===== src/rtl/core/lnc_pkg.sv =====
// Shared types and constants of the LFSR noise channel.
package lnc_pkg;

  localparam int unsigned LFSR_W = 15;
  localparam int unsigned ENV_W = 16;
  localparam int unsigned VOL_W = 17;
  localparam int unsigned INC_W = 20;
  localparam int unsigned SAMPLE_W = 15;
  localparam int unsigned PROD_W = ENV_W + VOL_W;
  localparam int unsigned MAG_SHIFT = 19;
  localparam int unsigned CFG_IDX_W = 2;
  localparam int unsigned CFG_DATA_W = INC_W;

  localparam logic [VOL_W-1:0] VOL_MAX = 17'd65536;
  localparam logic [INC_W-1:0] INC_RESET = 20'd5944;
  localparam logic [VOL_W-1:0] VOL_RESET = 17'd32768;
  localparam logic [LFSR_W-1:0] LFSR_SEED = 15'd1;

  localparam int unsigned TAP_LONG = 1;
  localparam int unsigned TAP_SHORT = 6;

  // Register indexes of the configuration port.
  localparam logic [CFG_IDX_W-1:0] CFG_CLOCK_INCREMENT = 2'd0;
  localparam logic [CFG_IDX_W-1:0] CFG_VOLUME = 2'd1;
  localparam logic [CFG_IDX_W-1:0] CFG_SHORT_MODE = 2'd2;

  typedef struct packed {
    logic req_type;
    logic [ENV_W-1:0] env_level;
    logic env_idle;
  } in_item_t;

  typedef struct packed {
    logic signed [SAMPLE_W-1:0] sample;
    logic noise_bit;
    logic voice_active;
  } out_item_t;

  typedef enum logic [1:0] {
    ST_IDLE,
    ST_SHIFT,
    ST_MULT,
    ST_DONE
  } state_e;

endpackage


===== src/rtl/core/lnc_lfsr_step.sv =====
// One shift of the 15-bit noise LFSR with tap select and zero recovery.
module lnc_lfsr_step (
  input  logic [lnc_pkg::LFSR_W-1:0] lfsr_i,
  input  logic                       short_mode_i,
  output logic [lnc_pkg::LFSR_W-1:0] lfsr_o
);

  logic                       tap;
  logic [lnc_pkg::LFSR_W-1:0] shifted;

  always_comb begin
    tap = short_mode_i ? lfsr_i[lnc_pkg::TAP_SHORT] : lfsr_i[lnc_pkg::TAP_LONG];
    shifted = {lfsr_i[0] ^ tap, lfsr_i[lnc_pkg::LFSR_W-1:1]};
    // Force a dead register back to the seed.
    lfsr_o = (shifted == '0) ? lnc_pkg::LFSR_SEED : shifted;
  end

endmodule


===== src/rtl/core/lfsr_noise_channel_core.sv =====
// Top level of the LFSR noise channel: sequencer, phase timer, gain multiply and output register.
// Note start: taken without leaving idle, gives no result; the block is ready again next cycle.
// Active tick: SHIFT takes n LFSR steps and a loop exit, MULT multiplies, DONE registers the result
//   once the output register is free, then back to IDLE; n = min(whole phase units, MAX_SHIFTS).
// Inactive or envelope-idle tick: straight to DONE, which registers a silent result, then back to IDLE.
// One item at a time; the output register lets the next item in while a result waits.
// Reset: LFSR = 1, phase and voice cleared, registers at defaults; no clearing pass.
module lfsr_noise_channel_core #(
  parameter int unsigned FRAC_BITS = 16,
  parameter int unsigned MAX_SHIFTS = 16
) (
  input  logic                           clk_i,
  input  logic                           rst_ni,
  input  logic                           in_valid_i,
  output logic                           in_stall_o,
  input  lnc_pkg::in_item_t              in_data_i,
  output logic                           out_valid_o,
  input  logic                           out_stall_i,
  output lnc_pkg::out_item_t             out_data_o,
  input  logic                           cfg_we_i,
  input  logic [lnc_pkg::CFG_IDX_W-1:0]  cfg_idx_i,
  input  logic [lnc_pkg::CFG_DATA_W-1:0] cfg_data_i
);

  // Phase sum is wide enough for the fraction plus the increment and a carry.
  localparam int unsigned SUM_W =
    ((FRAC_BITS > lnc_pkg::INC_W) ? FRAC_BITS : lnc_pkg::INC_W) + 1;
  localparam int unsigned WHOLE_W = SUM_W - FRAC_BITS;
  localparam int unsigned CNT_W = $clog2(MAX_SHIFTS + 1);
  localparam int unsigned CMP_W = (WHOLE_W > CNT_W) ? WHOLE_W : CNT_W;

  // Configuration registers.
  logic [lnc_pkg::INC_W-1:0] inc_q;
  logic [lnc_pkg::VOL_W-1:0] vol_q;
  logic                      short_q;

  // Voice state.
  logic [lnc_pkg::LFSR_W-1:0] lfsr_q, lfsr_d;
  logic [FRAC_BITS-1:0]       frac_q, frac_d;
  logic                       voice_q, voice_d;

  // Sequencer and working registers.
  lnc_pkg::state_e            state_q, state_d;
  logic [CNT_W-1:0]           cnt_q, cnt_d;
  logic [lnc_pkg::ENV_W-1:0]  env_q, env_d;
  logic [lnc_pkg::PROD_W-1:0] prod_q, prod_d;

  // Output register.
  logic               out_valid_q, out_valid_d;
  lnc_pkg::out_item_t out_q, out_d;

  logic [lnc_pkg::LFSR_W-1:0]   lfsr_next;
  logic [SUM_W-1:0]             sum;
  logic [CMP_W-1:0]             whole;
  logic [lnc_pkg::SAMPLE_W-1:0] mag;
  logic                         in_take;
  logic [lnc_pkg::VOL_W-1:0]    cfg_vol;

  lnc_lfsr_step u_step (
    .lfsr_i       (lfsr_q),
    .short_mode_i (short_q),
    .lfsr_o       (lfsr_next)
  );

  assign in_stall_o = (state_q != lnc_pkg::ST_IDLE);
  assign in_take = in_valid_i && !in_stall_o;
  assign out_valid_o = out_valid_q;
  assign out_data_o = out_q;

  // Advance the phase: whole units become shifts, the fraction stays.
  assign sum = SUM_W'(frac_q) + SUM_W'(inc_q);
  assign whole = CMP_W'(sum[SUM_W-1:FRAC_BITS]);
  assign mag = lnc_pkg::SAMPLE_W'(prod_q >> lnc_pkg::MAG_SHIFT);

  // Saturate the volume as it is written.
  assign cfg_vol = (cfg_data_i[lnc_pkg::VOL_W-1:0] > lnc_pkg::VOL_MAX) ?
                   lnc_pkg::VOL_MAX : cfg_data_i[lnc_pkg::VOL_W-1:0];

  always_comb begin
    state_d = state_q;
    lfsr_d = lfsr_q;
    frac_d = frac_q;
    voice_d = voice_q;
    cnt_d = cnt_q;
    env_d = env_q;
    prod_d = prod_q;
    out_valid_d = out_valid_q && out_stall_i;
    out_d = out_q;

    unique case (state_q)
      lnc_pkg::ST_IDLE: begin
        if (in_take) begin
          if (in_data_i.req_type) begin
            // Note start: reseed, clear the phase, turn the voice on.
            lfsr_d = lnc_pkg::LFSR_SEED;
            frac_d = '0;
            voice_d = 1'b1;
          end else if (voice_q && !in_data_i.env_idle) begin
            frac_d = sum[FRAC_BITS-1:0];
            cnt_d = (whole > CMP_W'(MAX_SHIFTS)) ? CNT_W'(MAX_SHIFTS) : CNT_W'(whole);
            env_d = in_data_i.env_level;
            state_d = lnc_pkg::ST_SHIFT;
          end else begin
            // Inactive voice or idle envelope: drop the voice, report silence.
            voice_d = 1'b0;
            state_d = lnc_pkg::ST_DONE;
          end
        end
      end
      lnc_pkg::ST_SHIFT: begin
        if (cnt_q == '0) begin
          state_d = lnc_pkg::ST_MULT;
        end else begin
          lfsr_d = lfsr_next;
          cnt_d = cnt_q - CNT_W'(1);
        end
      end
      lnc_pkg::ST_MULT: begin
        prod_d = lnc_pkg::PROD_W'(env_q) * lnc_pkg::PROD_W'(vol_q);
        state_d = lnc_pkg::ST_DONE;
      end
      lnc_pkg::ST_DONE: begin
        // Hold the result until the output register is free.
        if (!out_valid_q || !out_stall_i) begin
          out_valid_d = 1'b1;
          out_d.noise_bit = lfsr_q[0];
          out_d.voice_active = voice_q;
          if (!voice_q) begin
            out_d.sample = '0;
          end else if (lfsr_q[0]) begin
            out_d.sample = mag;
          end else begin
            out_d.sample = -mag;
          end
          state_d = lnc_pkg::ST_IDLE;
        end
      end
      default: begin
        state_d = lnc_pkg::ST_IDLE;
      end
    endcase
  end

  always_ff @(posedge clk_i or negedge rst_ni) begin
    if (!rst_ni) begin
      state_q <= lnc_pkg::ST_IDLE;
      lfsr_q <= lnc_pkg::LFSR_SEED;
      frac_q <= '0;
      voice_q <= 1'b0;
      out_valid_q <= 1'b0;
    end else begin
      state_q <= state_d;
      lfsr_q <= lfsr_d;
      frac_q <= frac_d;
      voice_q <= voice_d;
      out_valid_q <= out_valid_d;
    end
  end

  always_ff @(posedge clk_i) begin
    cnt_q <= cnt_d;
    env_q <= env_d;
    prod_q <= prod_d;
    out_q <= out_d;
  end

  // Configuration writes; indexes beyond the list are ignored.
  always_ff @(posedge clk_i or negedge rst_ni) begin
    if (!rst_ni) begin
      inc_q <= lnc_pkg::INC_RESET;
      vol_q <= lnc_pkg::VOL_RESET;
      short_q <= 1'b0;
    end else if (cfg_we_i) begin
      unique case (cfg_idx_i)
        lnc_pkg::CFG_CLOCK_INCREMENT: inc_q <= cfg_data_i[lnc_pkg::INC_W-1:0];
        lnc_pkg::CFG_VOLUME:          vol_q <= cfg_vol;
        lnc_pkg::CFG_SHORT_MODE:      short_q <= cfg_data_i[0];
        default: begin
        end
      endcase
    end
  end

endmodule

===== config.mk =====
export PLATFORM = sky130hd
export DESIGN_NAME = lfsr_noise_channel_core
export DESIGN_NICKNAME = d
export VERILOG_FILES = /design/src/rtl/core/lnc_pkg.sv /design/src/rtl/core/lnc_lfsr_step.sv /design/src/rtl/core/lfsr_noise_channel_core.sv
export SDC_FILE = /design/constraint.sdc
export NUM_CORES = 1
export LEC_CHECK = 0
export CELL_PAD_IN_SITES_DETAIL_PLACEMENT = 0
export CELL_PAD_IN_SITES_GLOBAL_PLACEMENT = 2
export CORE_MARGIN = 1.5
export CORE_UTILIZATION = 31
export CTS_BUF_LIST = sky130_fd_sc_hd__clkbuf_8
export DETAILED_ROUTE_END_ITERATION = 6
export DONT_BUFFER_PORTS = 1
export HOLD_SLACK_MARGIN = 0.08
export PLACE_DENSITY_LB_ADDON = 0.1
export SETUP_SLACK_MARGIN = 0.05
export SYNTH_ARGS = -nofsm -noshare
export SYNTH_HDL_FRONTEND = slang
export SYNTH_SLANG_ARGS = --single-unit

===== constraint.sdc =====
create_clock -name clk_i -period 9.3 [get_ports clk_i]
set_clock_uncertainty 0.05 [all_clocks]
set_input_delay 1.395 -clock clk_i [delete_from_list [all_inputs] [get_ports clk_i]]
set_output_delay 1.395 -clock clk_i [all_outputs]
set_load 0.02 [all_outputs]

==> flow_summary.toml <==
[status]
status = "finished, final reports clean"

[critical_path]
cp.arrival_ns = 6.98
cp-startpoint = "vol_q[10]$_DFFE_PN0P_"
cp-end-kind = "register"
cpPeakStageDelay_ns = 0.96
r2r-start = "vol_q[10]$_DFFE_PN0P_"
start_kind = "register"
worstPathCellList = "nand2_1 -> fa_1 -> fa_1 -> fa_1 -> inv_1 -> fa_1 -> fa_1 -> inv_1 -> fa_1 -> inv_1 -> ha_1 -> a21oi_1 -> o21ai_0 -> a21oi_1 -> nand4_1 -> a311oi_1 -> o21bai_1 -> a221oi_1 -> xnor2_1"
timing.critical_path.buf_inv = 3
worst-setup-path-type = "register to register"
crit_fanout = 17
crit_family = "adder cells"
critPathRequiredTime_ns = 9.49
cp_common_cell = "fa_1"
crit_slowest_cell = "dfrtp_1"

[run]
cap_violations = 0

[power_and_ir_drop]
peakVddDrop_mv = 0.158
p_leak_nw = 7.07
power.density_nw_per_um2 = 271

[global_routing]
grt_pass1_wl_mm = 61.4
antenna_found_initial = 3
grt-ovfl-total = 0
grt_usage_pct = 17.4
grt_pass1_vias = 10600
grt_max_degree = 74

[route]
drc_errors = 0
drt_wl_total_mm = 37.6
ant_nets = 0
wl_per_cell_um = 19.1
drt-vias-per-instance = 4.74
initialDrtViolationCount = 293
drt_pass1_iterations = 4
num_vias = 9338

[cts]
cts_buffers = 17
clock_latency_ns = 0.49
cts_tree = "built"
clk_root_buffer_cell = "clkbuf_8"
cts_buffer_depth = 2
hold_buffers = 0
htree_levels = 4
clkTransAtPathRegs_ns = 0.08
cts.sinks = 125
post_cts_resized = 0
post_cts_buffers = 0

[floorplan]
io-pin-count = 64
fp.dieW_um = 215
die-area_um2 = 46400
dieHeight_um = 215
rows = 77
start_util_pct = 31.5
core_area_um2 = 44400

[yosys]
yosys.area.top_type = "fa_1"
yosysSeqAreaShare_pct = 24.3
ys.flop_type = "dfrtp_1"
async_flop_share_pct = 58.4
synth_nets = 1772
ys_ff_latch = 125
synth_edf_count = 52
netlist_instances = 1394
ys_types = 53
synth_area_leaders = "fa_1, dfrtp_1, ha_1"
netlist.area_leader.share_pct = 29.8
syn_area_um2 = 14000
avgSynthCellArea_um2 = 10.0
yosysWarningCount = 0

[sta]
maxSlewViolCount = 0
min_period_ns = 6.79
finalSetupViolations = 0
fin_hold_ws_ns = 0.435
finalHoldViolCount = 0
tightest_slew_ns = 1.05
period_share_pct = 73.0
rsz0062_at_grt = "no"
fmax_ghz = 0.147
max_slew_margin_pct = 30.0
tns_ns = 0

[min_path]
hold_class = "register to register"
hp-start = "frac_q[15]$_DFFE_PN0P_"

[placed_design]
place_congestion = 0.785
portBuffers = 0
hpwl_mm = 29.1

[final_layout]
multi_input_area_um2 = 9480
drive_above_1_share_pct = 5.44
regArea_um2 = 3400
syn_to_final_growth_pct = 6.88
nFillCells = 4601
antenna_cells = 0
final_nets = 1743
==> per-stage QoR <==
stage                     setup WS, ns  utilization [%]  power [mW]  std cells  cell area [um2]
after floorplan                   3.44                -        2.93       1394            14000
after global placement            2.54             32.8        3.65       1938            14600
after detailed placement          2.49             32.8        3.64       1938            14600
after CTS                         2.48             33.7        4.15       1970            15000
after global routing              2.12             33.7        4.59       1970            15000
final                             2.51             33.7        4.05       1970            15000
==> worst register-to-register path, stage by stage, from the launching register on <==
cell and delay (ns):
dfrtp_1 0.96, nand2_1 0.21, fa_1 0.54, fa_1 0.47, fa_1 0.56, inv_1 0.06, fa_1 0.51, fa_1 0.51
inv_1 0.05, fa_1 0.49, inv_1 0.04, ha_1 0.28, a21oi_1 0.15, o21ai_0 0.17, a21oi_1 0.23, nand4_1 0.30
a311oi_1 0.38, o21bai_1 0.16, a221oi_1 0.33, xnor2_1 0.10
==> state kept, by name (all words and copies together), names as in the netlist <==
name and cells:
prod_q 14, cnt_q 5, state_q 2, env_q 16, vol_q 17, inc_q 20, voice_q 1, frac_q 16
lfsr_q 15, out_data_o 17, short_q 1, out_valid_o 1
==> metal layers <==
| layer | track usage [%] | share of wire, % | vias up |
|---|---|---|---|
| li1 | - | - | 4383 |
| met1 | 21.8 | 45 | 4797 |
| met2 | 31.0 | 50 | 120 |
| met3 | 2.82 | 3.0 | 36 |
| met4 | 4.48 | 1.7 | 2 |
| met5 | 0 | 0.035 | - |
==> cell families after synthesis <==
group	share of synthesized area [%]
compound gates	7.70
mux	1.99
xor+xnor	2.57
buf+inv	8.00
fa+ha+maj	40.9
flops	24.3
simple gates	14.5
==> synthesized netlist by cell type, types with 4 or more instances <==
library cell	number
a21o_1	16
a21oi_1	37
a22o_1	30
a31oi_1	4
and2_1	131
and3_1	4
clkbuf_1	51
dfrtp_1	64
dfstp_2	9
edfxtp_1	52
fa_1	208
ha_1	125
inv_1	245
mux2_2	22
nand2_1	178
nand2b_1	6
nand3_1	9
nand4_1	10
nor2_1	31
nor3_1	15
nor4_1	10
o211ai_1	4
o21a_1	5
o21ai_0	36
o21bai_1	4
or3_1	7
xnor2_1	28
xor2_1	13
==> layout by cell type, fill, tap and decap left out, drive strengths merged, types with 4 or more instances in the layout <==
| cell | n |
|---|---|
| o21ai | 36 |
| nor4 | 10 |
| o21bai | 4 |
| clkbuf | 17 |
| inv | 248 |
| edfxtp | 52 |
| o211ai | 4 |
| and3 | 4 |
| ha | 125 |
| nand2b | 6 |
| a21o | 16 |
| fa | 208 |
| dfrtp | 64 |
| dfstp | 9 |
| or3 | 7 |
| nand2 | 178 |
| nor3 | 15 |
| mux2 | 22 |
| o21a | 5 |
| a21oi | 38 |
| nand4 | 10 |
| xor2 | 13 |
| nor2 | 31 |
| clkinv | 10 |
| nand3 | 9 |
| xnor2 | 28 |
| buf | 4 |
| a22o | 30 |
| and2 | 132 |
| a31oi | 4 |
==> where the power goes <==
| part | internal [mW] | switching, mW | total, mW |
|---|---|---|---|
| Sequential | 0.838 | 0.231 | 1.07 |
| Combinational | 1.06 | 1.44 | 2.50 |
| Clock | 0.236 | 0.241 | 0.477 |
==> path summary, 6_finish.rpt <==
kind	end	slack, ns	cells after the start
min reg2reg	frac_q[15]$_DFFE_PN0P_	0.44	2
max in group asynchronous	inc_q[12]$_DFFE_PN1P_	8.41	0
min	frac_q[15]$_DFFE_PN0P_	0.44	2
min in group asynchronous	out_valid_o$_DFF_PN0_	0.54	0
max	prod_q[27]$_DFFE_PP_	2.51	19
max reg2reg	prod_q[27]$_DFFE_PP_	2.51	19
==> area by class of cell <==
| type | instances | share of cell area [%] |
|---|---|---|
| clock inverters | 15 | 0.979 |
| clock buffers | 17 | 1.56 |
| inverters | 246 | 6.17 |
| well taps | 592 | 4.95 |
| multi-input cells | 971 | 63.4 |
| flip-flops and latches | 125 | 22.7 |
| repair buffers | 4 | 0.201 |
No activity file was read; power rests on OpenSTA's default activity.
